File: config.mk
export PLATFORM = sky130hd
export DESIGN_NAME = khne_fifo_flat
export DESIGN_NICKNAME = d
export VERILOG_FILES = /design/src/sv/khne_pkg.sv /design/src/sv/khne_ifs.sv /design/src/sv/khne_fifo.sv /design/src/flat_wrapper.sv
export SDC_FILE = /design/constraint.sdc
export NUM_CORES = 1
export LEC_CHECK = 0
export BUFFER_PORTS_ARGS = -buffer_cell sky130_fd_sc_hd__buf_2
export CORE_MARGIN = 2
export CORE_UTILIZATION = 45
export DETAILED_ROUTE_END_ITERATION = 8
export PLACE_DENSITY_LB_ADDON = 0.3
export SYNTH_ARGS = -nofsm -noshare
export SYNTH_HDL_FRONTEND = slang
export SYNTH_SLANG_ARGS = --single-unit
File: constraint.sdc
create_clock -name clk -period 1.4 [get_ports clk]
set_clock_uncertainty 0.1 [all_clocks]
set_input_delay 0.42 -clock clk [delete_from_list [all_inputs] [get_ports clk]]
set_output_delay 0.42 -clock clk [all_outputs]
set_load 0.005 [all_outputs]
File: src/sv/khne_pkg.sv
// shared types, codes and bit-search helpers for the k-hop neighbor expander
// no dependencies
package khne_pkg;

  localparam int NODE_W    = 6;
  localparam int OP_W      = 2;
  localparam int HOP_W     = 5;
  localparam int CFG_IDX_W = 1;
  localparam int SCAN_W    = 64;

  localparam logic [OP_W-1:0] OP_ADD_EDGE = 2'd0;
  localparam logic [OP_W-1:0] OP_QUERY    = 2'd1;
  localparam logic [OP_W-1:0] OP_CLEAR    = 2'd2;

  localparam logic [CFG_IDX_W-1:0] CFG_HOP_DISTANCE   = 1'd0;
  localparam logic [CFG_IDX_W-1:0] CFG_CUMULATIVE_MODE = 1'd1;

  typedef enum logic [1:0] {
    CMD_EDGE  = 2'd0,
    CMD_QUERY = 2'd1,
    CMD_CLEAR = 2'd2
  } cmd_kind_t;

  typedef struct packed {
    cmd_kind_t         kind;
    logic              hit;
    logic [NODE_W-1:0] node;
    logic [NODE_W-1:0] nbr;
  } cmd_t;

  typedef struct packed {
    logic [HOP_W-1:0] hop;
    logic             cum;
  } cfg_t;

  function automatic logic [NODE_W-1:0] lowest_set(input logic [SCAN_W-1:0] m);
    logic [NODE_W-1:0] idx;
    idx = '0;
    for (int i = SCAN_W - 1; i >= 0; i--) begin
      if (m[i]) idx = NODE_W'(i);
    end
    return idx;
  endfunction

  function automatic logic [NODE_W-1:0] highest_set(input logic [SCAN_W-1:0] m);
    logic [NODE_W-1:0] idx;
    idx = '0;
    for (int i = 0; i < SCAN_W; i++) begin
      if (m[i]) idx = NODE_W'(i);
    end
    return idx;
  endfunction

endpackage

File: src/sv/khne_ifs.sv


interface khne_cmd_if;
  import khne_pkg::*;
  logic valid;
  logic ready;
  cmd_t data;
  modport source (output valid, data, input ready);
  modport sink (input valid, data, output ready);
endinterface

File: src/sv/khne_fifo.sv
// two-entry command queue between front end and back end
// depends on khne_pkg, khne_ifs
module khne_fifo (
  input  logic       clk,
  input  logic       rst_n,
  khne_cmd_if.sink   s,
  khne_cmd_if.source m
);
  import khne_pkg::*;

  localparam int DEPTH = 2;
  localparam int PW    = $clog2(DEPTH);
  localparam int CW    = $clog2(DEPTH + 1);

  cmd_t          ent_r [DEPTH];
  logic [PW-1:0] wr_ptr_r;
  logic [PW-1:0] rd_ptr_r;
  logic [CW-1:0] cnt_r;
  logic [CW-1:0] cnt_nxt;
  logic          push;
  logic          pop;

  assign s.ready = cnt_r != CW'(DEPTH);
  assign m.valid = cnt_r != '0;
  assign m.data  = ent_r[rd_ptr_r];
  assign push    = s.valid && s.ready;
  assign pop     = m.valid && m.ready;

  always_comb begin
    cnt_nxt = cnt_r;
    if (push && !pop) cnt_nxt = cnt_r + CW'(1);
    else if (pop && !push) cnt_nxt = cnt_r - CW'(1);
  end

  always_ff @(posedge clk) begin
    if (push) ent_r[wr_ptr_r] <= s.data;
  end

  always_ff @(posedge clk) begin
    if (!rst_n) begin
      wr_ptr_r <= '0;
      rd_ptr_r <= '0;
      cnt_r    <= '0;
    end else begin
      if (push) wr_ptr_r <= wr_ptr_r + PW'(1);
      if (pop) rd_ptr_r <= rd_ptr_r + PW'(1);
      cnt_r <= cnt_nxt;
    end
  end

endmodule

File: src/flat_wrapper.sv
// flat-port wrapper written by rule: the top's interface ports become plain ports
module khne_fifo_flat import khne_pkg::*;
  (clk, rst_n, s_valid, s_data, s_ready, m_valid, m_data, m_ready);
  khne_cmd_if s_i ();
  khne_cmd_if m_i ();
  input  logic clk;
  input  logic rst_n;
  input wire logic [$bits(s_i.valid)-1:0] s_valid;
  input wire logic [$bits(s_i.data)-1:0] s_data;
  output wire logic [$bits(s_i.ready)-1:0] s_ready;
  output wire logic [$bits(m_i.valid)-1:0] m_valid;
  output wire logic [$bits(m_i.data)-1:0] m_data;
  input wire logic [$bits(m_i.ready)-1:0] m_ready;
  assign s_i.valid = s_valid;
  assign s_i.data = s_data;
  assign s_ready = s_i.ready;
  assign m_valid = m_i.valid;
  assign m_data = m_i.data;
  assign m_i.ready = m_ready;
  khne_fifo u_core (.clk(clk), .rst_n(rst_n), .s(s_i), .m(m_i));
endmodule
Word level (Yosys, flattened, before mapping):

Memory sizes are Yosys's and may differ from the RTL's. A register that Yosys moved wholly into a read port is not among the register bits.
Cells that the tools add are included.

* reduce and logical (&&, ||, !) cells: 8
* equal/unequal tests: 1
* muxes and demuxes: 6
* $add $sub $neg: 4

Operator list (count)
* $logic_and A1 B1 Y1: 4
* $mux W1: 4
* $mux W2: 2
* $reduce_bool A2 Y1: 2
* $add A1 B1 Y1 const B: 2
* $add A2 B1 Y2 const B: 1
* $logic_not A1 Y1: 2
* $ne A2 B2 Y1 const B: 1
* $sub A2 B1 Y2 const B: 1

* output and inout port bits: 17
* input port bits: 19
* bits in registers: 4
* memories: 1
* bits in writable memories: 30
* word-level logic and storage cells: 23

Memory list
* u_core.ent_r: depth 2, bits a word 15, read ports 1, clocked after memory_dff 1, wr ports 1, line khne_fifo.sv:15 `cmd_t ent_r [DEPTH];`

Depth between registers and ports, before layout:

* depth in word-level cells: 6
* mapped depth: 6
* depth with buffers taken out: 6

Worst setup path before layout:

Ideal clock, no wire load.

* kind: register to register
* from: register u_core.cnt_r[0]
* to: register u_core.cnt_r[1]
* setup time: 70 ps
* clock period less this slack: 1568 ps
* cell stages (with the launch flop): 6
* arrival: 1398 ps
* buffers on the path: 0
* data required time: 1230 ps
* path slack: -168 ps
* path through: dfxtp_1 > nand2b_4 > and2_1 > ha_1 > or3_1 > a21boi_1

* cells in the longest elaborated chain, start to end: 5
* elaborated cells between the ends (all ways): 13
* those cells by class: add/sub (2); eq/ne (1); mux (2); reduce/logical (8)

Ends and longest elaborated chain
* start, declared: line khne_fifo.sv:18 `logic [CW-1:0] cnt_r;`
* start signal, assigned: line khne_fifo.sv:47 `cnt_r <= cnt_nxt;`
* $ne A2 B2 Y1 *: line khne_fifo.sv:23 `assign s.ready = cnt_r != CW'(DEPTH);`
* via s_ready: line flat_wrapper.sv:10 `output wire logic [$bits(s_i.ready)-1:0] s_ready;`
* $logic_and A1 B1 Y1 *: line khne_fifo.sv:26 `assign push = s.valid && s.ready;`
* via u_core.push: line khne_fifo.sv:20 `logic push;`
* $logic_not A1 Y1: line khne_fifo.sv:32 `else if (pop && !push) cnt_nxt = cnt_r - CW'(1);`
* $logic_and A1 B1 Y1: line khne_fifo.sv:32
* $reduce_bool A2 Y1 (no source line)

The timed path passes the listed nets; every way through them passes the cells marked *. The select of a mux whose other input is x is not followed.
A chain may end at the register's enable or synchronous reset.

==> impl_metrics.toml <==
[run_status]
outcome = "finished, violations left"
violations = "setup timing"

[die]
row_count = 19
start_util = 0.475
die_height_um = 58.2
die_area_um2 = 3390
num_io_pins = 36
coreArea_um2 = 2780
fp.dieW_um = 58.2

[cts]
cts.sinks = 35
clock_path_buffers = 2
cts-root-buf = "clkbuf_4"
holdBufCountCts = 0
insertion_delay_ns = 0.33
clk_pin_slew_ns = 0.10
cts_tree = "done"
cts_max_level = 2
cts_made_buffers = 5

[yosys]
ys_seq_area_frac = 0.757
synth_area_leader_cell = "edfxtp_1"
synth_top_area_frac = 0.681
netlist_instances = 71
syn-cell-area_um2 = 1320
ys_warn_count = 0
synth.most_common_cell = "edfxtp_1"
synthesis.nets = 91
yosysUniqueCellTypes = 19
synth_seq_cells = 35
ys_top_cells_by_area = "edfxtp_1 68%, mux2_2 13%, dfxtp_1 7.6%"
synth_enable_flop_cells = 30
ys_top_cells_by_count = "30 x edfxtp_1, 15 x mux2_2, 5 x dfxtp_1, 4 x and2_1"
avgSynthCellArea_um2 = 18.6
async_flop_share = 0
ys.flop_type = "edfxtp_1"

[routing]
drt_iter0_markers = 22
via_per_inst = 5.01
ant_nets = 0
vias = 776
dr.pass1.iters = 4
wl_per_cell_um = 15.1
drc = 0
wl_um = 2330

[global_route]
grt_start_max_net_pins = 16
antenna_found_initial = 0
grt-ovfl-total = 0
grt_pass1_wl_um = 3830
grt_pass1_vias = 848
grtUsageTotal = 0.160

[cells_and_area]
final_util = 0.693
area_growth_pct = 45.7
design_area_um2 = 1930
fin_nets = 143
antenna_cells = 0
drive_above_1_share = 0.653

[worst_setup_path]
cp_max_fo = 8
cp-start-kind = "flip-flop"
required_ns = 0.88
setup.worst_path.class = "reg2out"
worstPathArrival_ns = 1.28
end_kind = "output pin"

[placed_design]
place_congestion = 0.783
dp_hpwl_um = 1470
port_buffers = 35
placed_area_um2 = 1620

[power_and_ir_drop]
powerDensity_nw_per_um2 = 1810
power_leakage_nw = 0.783
ir_drop_mv = 1.43

[timing]
tightest_slew_ns = 0.225
rsz0062_at_grt = "yes"
period_minus_slack_ns = 1.80
setup_ws_ns = -0.402
max_slew_margin = 0.850
slew_violations = 0
clock.fmax_ghz = 0.555
setup_viol = 19
final.period_utilization = 1.29
hold_violations = 0

[job]
cap_violations = 0

[hold_path]
min_path_type = "in2reg"
sequential cells by signal, summed over array words and instances (netlist names), named ones only:
register	cells
u_core.ent_r	30
u_core.cnt_r	2
u_core.rd_ptr_r	1
u_core.wr_ptr_r	1
logic make-up (layout without fill, tap and decap cells):
kind of cell	Yosys count	count (layout)	synth area share
adders and majority gates	1	1	0.00946
DFF	35	35	0.757
muxes	15	15	0.128
AOI/OAI and AO/OA	5	5	0.0265
and+or+nand+nor	9	9	0.0492
xor gates and xnor gates	3	3	0.0199
buffers and inverters	3	56	0.0104
final timing paths:
path | cells past startpoint | endpoint | startpoint | slack (ns)
worst max register to register | 7 | u_core.cnt_r[1] | u_core.cnt_r[1] | -0.18
worst min register to register | 2 | flip-flop | u_core.rd_ptr_r | 0.48
worst max-delay path | 3 | m_data[13] | flip-flop | -0.40
worst min-delay path | 1 | u_core.ent_r[1][9] | s_data[9] | 0.16
routing by layer:
metal	part of all wire	global-route usage	up-vias
met2	0.53	0.273	25
met4	0.025	0.0797	0
met1	0.38	0.172	376
li1	-	-	368
met3	0.057	0.0647	7
met5	0	0	-
cell type report:
| class | instances | area [um^2] |
|---|---|---|
| Multi-Input combinational cell | 33 | 413 |
| Clock inverter | 3 | 38.8 |
| Sequential cell | 35 | 1010 |
| Clock buffer | 5 | 37.5 |
| Timing Repair Buffer | 47 | 388 |
| Inverter | 1 | 3.75 |
| Tap cell | 31 | 38.8 |
| Fill cell | 207 | 855 |
timing repair:
item | in CTS | in global routing
setup buffers | 2 | 1
hold endpoints to repair | 0 | 0
setup endpoints to repair | 34 | 19
resized for setup | 43 | 2
cloned | 0 | 0
pin swaps | 2 | 1
report_power, final:
part	total, mW	leakage (nW)	switching, mW	internal [mW]
Clock	0.696	0.0426	0.329	0.367
Sequential	1.39	0.323	0.0669	1.32
Combinational	1.41	0.418	0.507	0.902
Total	3.50	0.783	0.903	2.59
layout by cell type (no fill, tap or decap), types with 2 or more instances in the layout:
master    synthesis  final
clkbuf_4          0      5
dfxtp_1           5      2
buf_4             0      7
buf_2             2     19
buf_6             0     20
mux2_4            0     15
dfxtp_2           0      2
edfxtp_1         30     30
and2_1            4      3
through the flow:
stage	hold WS (ns)	worst slack (ns)	cells	power [mW]	TNS [ns]
after floorplan	0.419	-0.0671	71	1.95	-0.0671
after global placement	0.458	-0.128	144	2.26	-2.36
after detailed placement	0.472	-0.167	144	2.30	-2.67
after CTS	0.146	-0.426	154	3.47	-6.88
after global routing	0.141	-0.448	155	3.68	-8.18
final	0.164	-0.402	155	3.50	-6.49
worst max-delay path: stages (launching register included):
cell	delay, ns
dfxtp_2	0.36
buf_8	0.15
mux2_4	0.31
buf_6	0.12
No activity file was read; power rests on OpenSTA's default activity.
