<file path="src/sv/khne_pkg.sv">
// shared types, codes and bit-search helpers for the k-hop neighbor expander
// no dependencies
package khne_pkg;

  localparam int NODE_W    = 6;
  localparam int OP_W      = 2;
  localparam int HOP_W     = 5;
  localparam int CFG_IDX_W = 1;
  localparam int SCAN_W    = 64;

  localparam logic [OP_W-1:0] OP_ADD_EDGE = 2'd0;
  localparam logic [OP_W-1:0] OP_QUERY    = 2'd1;
  localparam logic [OP_W-1:0] OP_CLEAR    = 2'd2;

  localparam logic [CFG_IDX_W-1:0] CFG_HOP_DISTANCE   = 1'd0;
  localparam logic [CFG_IDX_W-1:0] CFG_CUMULATIVE_MODE = 1'd1;

  typedef enum logic [1:0] {
    CMD_EDGE  = 2'd0,
    CMD_QUERY = 2'd1,
    CMD_CLEAR = 2'd2
  } cmd_kind_t;

  typedef struct packed {
    cmd_kind_t         kind;
    logic              hit;
    logic [NODE_W-1:0] node;
    logic [NODE_W-1:0] nbr;
  } cmd_t;

  typedef struct packed {
    logic [HOP_W-1:0] hop;
    logic             cum;
  } cfg_t;

  function automatic logic [NODE_W-1:0] lowest_set(input logic [SCAN_W-1:0] m);
    logic [NODE_W-1:0] idx;
    idx = '0;
    for (int i = SCAN_W - 1; i >= 0; i--) begin
      if (m[i]) idx = NODE_W'(i);
    end
    return idx;
  endfunction

  function automatic logic [NODE_W-1:0] highest_set(input logic [SCAN_W-1:0] m);
    logic [NODE_W-1:0] idx;
    idx = '0;
    for (int i = 0; i < SCAN_W; i++) begin
      if (m[i]) idx = NODE_W'(i);
    end
    return idx;
  endfunction

endpackage

</file>
<file path="src/sv/khne_ifs.sv">
// valid/ready channel interfaces: input items, result items, internal command queue
// depends on khne_pkg
interface khne_in_if;
  import khne_pkg::*;
  logic              valid;
  logic              ready;
  logic [OP_W-1:0]   opcode;
  logic [NODE_W-1:0] node_index;
  logic [NODE_W-1:0] neighbor_index;
  modport source (output valid, opcode, node_index, neighbor_index, input ready);
  modport sink (input valid, opcode, node_index, neighbor_index, output ready);
endinterface


interface khne_cmd_if;
  import khne_pkg::*;
  logic valid;
  logic ready;
  cmd_t data;
  modport source (output valid, data, input ready);
  modport sink (input valid, data, output ready);
endinterface

</file>
<file path="src/sv/khne_front.sv">
// front end: config registers, item accept, opcode decode and range checks
// depends on khne_pkg, khne_ifs
module khne_front #(
  parameter int MAX_NODES = 64
) (
  input  logic                              clk,
  input  logic                              rst_n,
  khne_in_if.sink                           in_ch,
  input  logic                              cfg_we,
  input  logic [khne_pkg::CFG_IDX_W-1:0]    cfg_index,
  input  logic [khne_pkg::HOP_W-1:0]        cfg_data,
  khne_cmd_if.source                        cmd,
  output khne_pkg::cfg_t                    cfg
);
  import khne_pkg::*;

  logic [HOP_W-1:0] hop_r;
  logic             cum_r;
  logic             keep;
  logic             node_ok;
  logic             nbr_ok;
  cmd_kind_t        kind;

  always_ff @(posedge clk) begin
    if (!rst_n) begin
      hop_r <= HOP_W'(2);
      cum_r <= 1'b0;
    end else if (cfg_we) begin
      unique case (cfg_index)
        CFG_HOP_DISTANCE:    hop_r <= cfg_data;
        CFG_CUMULATIVE_MODE: cum_r <= cfg_data[0];
        default: ;
      endcase
    end
  end

  assign cfg.hop = hop_r;
  assign cfg.cum = cum_r;

  assign node_ok = int'(in_ch.node_index) < MAX_NODES;
  assign nbr_ok  = int'(in_ch.neighbor_index) < MAX_NODES;

  always_comb begin
    keep = 1'b0;
    kind = CMD_QUERY;
    unique case (in_ch.opcode)
      OP_ADD_EDGE: begin
        kind = CMD_EDGE;
        keep = node_ok && nbr_ok;
      end
      OP_QUERY: begin
        kind = CMD_QUERY;
        keep = 1'b1;
      end
      OP_CLEAR: begin
        kind = CMD_CLEAR;
        keep = 1'b1;
      end
      default: ;
    endcase
  end

  // dropped items are accepted at queue pace to keep ordering simple
  assign cmd.data.kind = kind;
  assign cmd.data.hit  = node_ok;
  assign cmd.data.node = in_ch.node_index;
  assign cmd.data.nbr  = in_ch.neighbor_index;
  assign cmd.valid     = in_ch.valid && keep;
  assign in_ch.ready   = cmd.ready;

endmodule

</file>
<file path="src/flat_wrapper.sv">
// flat-port wrapper written by rule: the top's interface ports become plain ports
module khne_front_flat import khne_pkg::*;
#(
  parameter int MAX_NODES = 64
)
  (clk, rst_n, cfg_we, cfg_index, cfg_data, cfg, in_ch_valid, in_ch_opcode, in_ch_node_index, in_ch_neighbor_index, in_ch_ready, cmd_valid, cmd_data, cmd_ready);
  khne_in_if in_ch_i ();
  khne_cmd_if cmd_i ();
  input  logic clk;
  input  logic rst_n;
  input  logic cfg_we;
  input  logic [khne_pkg::CFG_IDX_W-1:0] cfg_index;
  input  logic [khne_pkg::HOP_W-1:0] cfg_data;
  output khne_pkg::cfg_t cfg;
  input wire logic [$bits(in_ch_i.valid)-1:0] in_ch_valid;
  input wire logic [$bits(in_ch_i.opcode)-1:0] in_ch_opcode;
  input wire logic [$bits(in_ch_i.node_index)-1:0] in_ch_node_index;
  input wire logic [$bits(in_ch_i.neighbor_index)-1:0] in_ch_neighbor_index;
  output wire logic [$bits(in_ch_i.ready)-1:0] in_ch_ready;
  output wire logic [$bits(cmd_i.valid)-1:0] cmd_valid;
  output wire logic [$bits(cmd_i.data)-1:0] cmd_data;
  input wire logic [$bits(cmd_i.ready)-1:0] cmd_ready;
  assign in_ch_i.valid = in_ch_valid;
  assign in_ch_i.opcode = in_ch_opcode;
  assign in_ch_i.node_index = in_ch_node_index;
  assign in_ch_i.neighbor_index = in_ch_neighbor_index;
  assign in_ch_ready = in_ch_i.ready;
  assign cmd_valid = cmd_i.valid;
  assign cmd_data = cmd_i.data;
  assign cmd_i.ready = cmd_ready;
  khne_front #(.MAX_NODES(MAX_NODES)) u_core (.clk(clk), .rst_n(rst_n), .in_ch(in_ch_i), .cfg_we(cfg_we), .cfg_index(cfg_index), .cfg_data(cfg_data), .cmd(cmd_i), .cfg(cfg));
endmodule
</file>
<file path="config.mk">
export PLATFORM = sky130hd
export DESIGN_NAME = khne_front_flat
export DESIGN_NICKNAME = d
export VERILOG_FILES = /design/src/sv/khne_pkg.sv /design/src/sv/khne_ifs.sv /design/src/sv/khne_front.sv /design/src/flat_wrapper.sv
export SDC_FILE = /design/constraint.sdc
export NUM_CORES = 1
export LEC_CHECK = 0
export ABC_AREA = 1
export ABC_CLOCK_PERIOD_IN_PS = 800
export CAP_MARGIN = 20
export CORE_AREA = 2 2 39 41
export CTS_CLUSTER_SIZE = 30
export DETAILED_ROUTE_END_ITERATION = 8
export DIE_AREA = 0 0 41 43
export DONT_BUFFER_PORTS = 1
export PLACE_DENSITY = 0.46
export SLEW_MARGIN = 25
export SYNTH_ARGS = -nofsm -noshare
export SYNTH_HDL_FRONTEND = slang
export SYNTH_SLANG_ARGS = --single-unit
export TNS_END_PERCENT = 50
</file>
<file path="constraint.sdc">
create_clock -name clk -period 0.8 [get_ports clk]
set_clock_uncertainty 0.1 [all_clocks]
set_input_delay 0 -clock clk [delete_from_list [all_inputs] [get_ports clk]]
set_output_delay 0 -clock clk [all_outputs]
set_load 0.005 [all_outputs]
</file>
Yosys cells after proc, flatten, opt, wreduce, memory -nomap -nowiden --
Cells that the tools add are included.
Word-level totals: output and inout bits 23, bits of input ports 25, logic and storage cells 12, memories kept 0, RAM bits 0, register bits 6, bits in latches 0, bits in read-only memories 0
Operators by class: $add $sub $neg 0, bitwise gates (word level) 1, reductions and logical operators 5, equality and inequality tests 2, magnitude comparators 0, multiplexer cells 2, divide/modulo/power cells 0, $mul 0, shifts and indexed selects 0
Operators by type and width (count):
- $pmux 2 s2 | 1
- $reduce_and 2->1 | 2
- $reduce_or 3->1 | 1
- $eq 2x1->1 const B | 1
- $eq 2x2->1 const B | 1
- $logic_not 2->1 | 1
- $logic_and 1x1->1 | 1
- $mux 1 | 1
- $not 1->1 | 1

Longest topological paths before layout --
Gate-level depths: netlist of the first run.
depth in word-level cells 4, gate-level depth with buffers 5, mapped depth without buffers 4

Worst setup path after synthesis of the first run --
No wires, ideal clock.
kind reg-to-reg, start point register u_core.cum_r (netlist name), end point register u_core.cum_r, setup time 0.115 ns, path buffers 0, required time 0.585 ns, stages on the path, launching flop included 3, period minus slack after synthesis 0.648 ns, arrival time 0.433 ns, setup slack 0.152 ns, cells stage by stage dfxtp_1 -> a21oi_1 -> nor2_1
RTL lines:
- end signal: assignment | line khne_front.sv:31 | CFG_CUMULATIVE_MODE: cum_r <= cfg_data[0];
- end: declaration | line khne_front.sv:18 | logic cum_r;

Final worst setup path of the first run --
start point input port in_ch_opcode[1], end point output port cmd_data[14]
On the way: word-level cells in the longest chain between the ends 2, elaborated cells on any way between the ends 3, classes of those cells 1 x eq/ne; 1 x mux; 1 x reduce/logical
Ends and longest elaborated chain:
- start: declaration | line flat_wrapper.sv:16 | input wire logic [$bits(in_ch_i.opcode)-1:0] in_ch_opcode;
- $eq 2x2->1 or $logic_not 2->1 (tied branches) | line khne_front.sv:46 | unique case (in_ch.opcode)
- $pmux 2 s2 (*) | line khne_front.sv:46
- end: declaration | line flat_wrapper.sv:21 | output wire logic [$bits(cmd_i.data)-1:0] cmd_data;
Mark *: on every way between the ends. The rest lies on a longest branch, timed or not.

==> metrics.cfg, run 1 <==
[status]
status = finished with violations
violations = hold timing

[global_routing]
grt-busiest-layer = met2
grt_usage_pct = 9.218
grt_pass1_vias = 296
grtUsageMet1_pct = 8.626
grt_max_degree = 9
met3_usage_pct = 4.188
grt_remaining_overflow = 0
antenna_found_initial = 0
grt_use_met2_pct = 14.06
grt_pass1_wl_um = 1097

[place]
portBuffers = 0
globalplace.congestion = 0.5656
hpwlAfterDp_um = 515.4

[timing]
min_period_over_period_pct = 93.76
tns_ns = 0
holdWs_ns = -0.2082
fmax_mhz = 1333
period_needed_ns = 0.7501
hold_viol = 8
rsz0062_at_grt = false
finalSetupViolCount = 0
finalMaxSlewViolations = 0

[clock_tree]
post-cts-setup-buffer-count = 0
cts_buffers = 3
cts_root_buf = clkbuf_4
cts_hold_repair.buffers = 19
clk_pin_slew_ns = 0.04
cts_tree = yes
cts_buffer_depth = 2
clock_latency_ns = 0.24
htreeDepth = 1
cts_sinks = 6

[critical_path]
startpoint = in_ch_opcode[1]
cp.required_ns = 0.70
crit_type = input pin to output port
end_kind = output port
reg2reg_from = u_core.cum_r
worst-endpoint-arrival_ns = 0.65
critPathMaxFanout = 2
critPathLaunchType = input pin

[synthesis]
yosysTopAreaCell = dfxtp_1
synth_area_leaders = dfxtp_1, buf_4, nor2_1
ys_seq_area_share_pct = 30.57
synthesis.nets = 82
yosysTopAreaCellShare_pct = 30.57
yosysWarnings = 0
synthCells = 57
synthesis.area_per_instance_um2 = 6.893
ys_seq_elements = 6
yosysUniqueCellTypes = 14
syn_area_um2 = 392.9

[floorplan]
start_util_pct = 28.39
fp-row-count = 14
fp.dieH_um = 43
placeableCoreArea_um2 = 1384
dieWidth_um = 41
die_area_um2 = 1763
io_pins = 48

[detailed_routing]
drt_iter0_markers = 1
drcViolationCount = 0
firstDrtPassIters = 2
wl_per_cell_um = 10.13
route.vias.total = 330
wl_um = 780
detail-route-antenna-nets = 0
vias_per_cell = 4.286

[hold_path]
hp-class = input pin to flop
hp-start = cfg_index

[cells_and_area]
area_growth_pct = 25.48
nets = 88
fill_cells = 159
antennaDiodeCount = 0
multi_input_area_um2 = 118.9
drive_above_1_share_pct = 9.836
postLayoutCoreUtil_pct = 35.62
final-seq-area_um2 = 120.1

[pwr]
power.total_mw = 0.7419
powerDensity_nw_per_um2 = 1505
p_leak_nw = 0.2319
peakVddDrop_v = 0.0005185

[flow_run]
drv_cap = 0

==> synth_stat cells <==
master and instances:
buf_4 15, nor2_1 10, nand3_1 7, dfxtp_1 6
inv_1 5, nand2_1 5, inv_2 2, a21boi_1 1
a21oi_1 1, buf_6 1, clkbuf_1 1, conb_1 1
nor2_2 1, o21ai_1 1
==> per-layer routing <==
metal	share of wire [%]	vias to the layer above	wire length (um)
li1	-	166	-
met1	34	135	265
met2	47	29	364
met3	19	0	150
met4	0	0	0
met5	0	-	0
==> cells by family after synthesis <==
family,share of synthesized area [%]
compound gates,4.457
other cells,0.9545
buf+inv,39.17
flops,30.57
simple gates,24.84
==> worst max-delay path: stages <==
cell and delay [ns]:
inv_1 0.02, nor2_1 0.06, dlygate4sd3_1 0.56
==> worst paths after layout <==
path / end / slack [ns] / cells past startpoint
worst min-delay path: u_core.hop_r[1] / -0.21 / 2
worst max-delay path: cmd_data[14] / 0.05 / 3
worst min register to register: u_core.hop_r[3] / 0.40 / 2
worst max register to register: u_core.cum_r / 0.11 / 2
==> stage by stage <==
| step | setup slack [ns] | cells | cell area [um^2] | hold slack [ns] |
|---|---|---|---|---|
| 3_3_place_gp | 0.1250 | 56 | 285.3 | -0.09997 |
| 5_1_grt | 0.03340 | 77 | 493.0 | -0.2053 |
| 4_1_cts | 0.04156 | 78 | 498.0 | -0.2143 |
| 2_1_floorplan | 0.1517 | 57 | 392.9 | -0.06890 |
| 6_report | 0.04989 | 77 | 493.0 | -0.2082 |
| 3_5_place_dp | 0.1120 | 56 | 285.3 | -0.09997 |
==> flip-flops by register name, indices dropped and copies added (netlist names) <==
signal / cells
u_core.hop_r: 5
u_core.cum_r: 1
==> cell type report <==
cell class	instances	share of cell area, %
multi-input combinational	27	24.11
timing repair buffer	18	37.06
inverter	7	5.838
clock buffer	3	4.569
sequential	6	24.37
tap	16	4.061
==> layout by cell type, fill, tap and decap left out, types with 3 or more instances in the layout <==
cell type,n
clkbuf_4,3
inv_1,5
nand3_1,7
dfxtp_1,6
nand2_1,5
dlygate4sd3_1,17
nor2_1,10
==> where the power goes <==
group | internal, mW | switching (mW)
Combinational | 0.0830 | 0.0534
Sequential | 0.320 | 0.0135
Clock | 0.169 | 0.102
==> timing repair <==
action	in CTS	in global routing
endpoints found under the setup margin	0	5
resized for setup	0	2
hold endpoints to repair	22	8
No activity file was read; power rests on OpenSTA's default activity.
==> run 2, diff against run 1 <==
Settings changed: PLACE_DENSITY 0.46 to not set, PLACE_DENSITY_LB_ADDON set to 0.3.
==> run 2 against run 1 <==
- the flow still finishes with violations (hold timing)
- global-route usage is 0.60 points lower
- sequential share of layout area stayed put
- maximum frequency is 0.71% higher
- via count is 1.2% lower
- worst hold slack hardly changed
- sequential power hardly changed
- non-clock buffer count stayed put
- largest power group unchanged
==> metrics.cfg, run 2 (synthesis results as in run 1) <==
[place]
portBuffers = 0
globalplace.congestion = 0.5733
place_area_um2 = 285.3
dp_slack_ns = 0.1119
dp.cells = 56

[pwr]
seq_power_share_pct = 44.5
powerDensity_nw_per_um2 = 1522
comb_power_share_pct = 18.1
peakVddDrop_v = 0.0002966
intPower_mw = 0.5731
sw_frac_of_total_pct = 23.64
p_sw_mw = 0.1774
p_leak_nw = 0.2319
pwr-share-clk_pct = 37.4

[floorplan]
dieWidth_um = 41
start_util_pct = 28.39
placeableCoreArea_um2 = 1384
die_area_um2 = 1763
fp.dieH_um = 43
io_pins = 48
fp-row-count = 14

[critical_path]
startpoint = in_ch_opcode[1]
reg2reg_depth = 2
slowest_stage = dlygate4sd3_1
r2r_end = u_core.cum_r
crit_type = input pin to output port
worst-endpoint-arrival_ns = 0.64
reg2reg_slack_ns = 0.11
critPathLaunchType = input pin
max_stage_delay_ns = 0.56
reg2reg_from = u_core.cum_r
critPathCapture = cmd_data[14]
critPathMaxFanout = 2
cp.required_ns = 0.70
crit_chain = inv_1, nor2_1, dlygate4sd3_1
end_kind = output port

[cells_and_area]
postLayoutCoreUtil_pct = 35.62
antennaDiodeCount = 0
largest_reg_flops = 5
design_area_um2 = 493.0
layout.cells.non_filler = 77
fill_cells = 152
nets = 88
drive_above_1_share_pct = 9.836
top_register = u_core.hop_r
layout_common_cells = dlygate4sd3_1, nor2_1, nand3_1
final_common_cell = dlygate4sd3_1
top_regs = u_core.hop_r (5), u_core.cum_r (1)
area_growth_pct = 25.48

[status]
status = finished with violations
violations = hold timing

[clock_tree]
post-cts-setup-buffer-count = 0
htreeDepth = 1
cts_buffer_depth = 2
cts_buffers = 3
cts_root_buf = clkbuf_4
clk_pin_slew_ns = 0.05
clock_latency_ns = 0.24
cts_sinks = 6
cts_hold_repair.buffers = 19
cts_tree = yes

[detailed_routing]
drt_iter0_markers = 0
firstDrtPassIters = 1
wl_per_cell_um = 9.922
drcViolationCount = 0
route.vias.total = 326
wl_um = 764
vias_per_cell = 4.234
detail-route-antenna-nets = 0

[hold_path]
hp-class = input pin to flop
hold_depth = 2

[timing]
finalSetupViolCount = 0
tns_ns = 0
fmax_mhz = 1343
period_needed_ns = 0.7449
finalMaxSlewViolations = 0
hold_viol = 8
setup_slack_ns = 0.05514
rsz0062_at_grt = false
min_period_over_period_pct = 93.11
holdWs_ns = -0.2081

[global_routing]
grt_usage_pct = 8.617
grt_remaining_overflow = 0
grt_pass1_wl_um = 1035
antenna_found_initial = 0
grt_max_degree = 9
grt_pass1_vias = 277

[flow_run]
drv_cap = 0

## run 2: cell counts in the layout (fill, tap and decap cells not counted)
No cell type changed its count.
## run 2: final cells by class
| cell class | count | area (um^2) | share of cell area (%) |
|---|---|---|---|
| clock buffer | 3 | 22.52 | 4.569 |
| tap | 16 | 20.02 | 4.061 |
| sequential | 6 | 120.1 | 24.37 |
| timing repair buffer | 18 | 182.7 | 37.06 |
| inverter | 7 | 28.78 | 5.838 |
| multi-input combinational | 27 | 118.9 | 24.11 |
## run 2: worst min-delay path by stage
| stage | startpoint | endpoint | slack, ns |
|---|---|---|---|
| 4_1_cts | cfg_index | u_core.hop_r[1] | -0.21 |
| 3_5_place_dp | in_ch_node_index[0] | cmd_data[6] | -0.1 |
| 3_3_place_gp | in_ch_node_index[0] | cmd_data[6] | -0.1 |
| 5_1_grt | cfg_index | u_core.hop_r[1] | -0.19 |
| 2_1_floorplan | in_ch_opcode[0] | cmd_data[14] | -0.07 |
| 6_report | cfg_index | u_core.hop_r[1] | -0.21 |
## run 2: critical path, delay by kind of cell
| family | cells | cell delay [ns] |
|---|---|---|
| buffers and inverters | 2 | 0.58 |
| AND/OR/NAND/NOR | 1 | 0.06 |
## run 2: what timing repair did
action,4_1_cts,5_1_grt
gates resized for setup,0,2
hold endpoints to repair,22,8
setup endpoints to repair,0,5
## run 2: routing by layer
layer,routed length (um),GRT usage [%],up-vias
met4,0,6.000,0
met5,0,0,-
li1,-,-,164
met3,95,1.571,0
met2,403,15.00,21
met1,265,8.307,141
## run 2: power by group through the flow
stage | logic [mW] | registers (mW) | clock network [mW]
finish | 0.136 | 0.334 | 0.280
global route | 0.153 | 0.338 | 0.302
CTS | 0.139 | 0.335 | 0.292
detailed placement | 0.0582 | 0.340 | 0
global placement | 0.0578 | 0.340 | 0
floorplan | 0.123 | 0.336 | 0
## run 2: stage by stage
step | total power, mW | hold slack (ns)
after floorplan | 0.4594 | -0.06890
after global placement | 0.3973 | -0.09997
after detailed placement | 0.3986 | -0.09997
after CTS | 0.7659 | -0.2145
after global routing | 0.7930 | -0.1942
final | 0.7504 | -0.2081
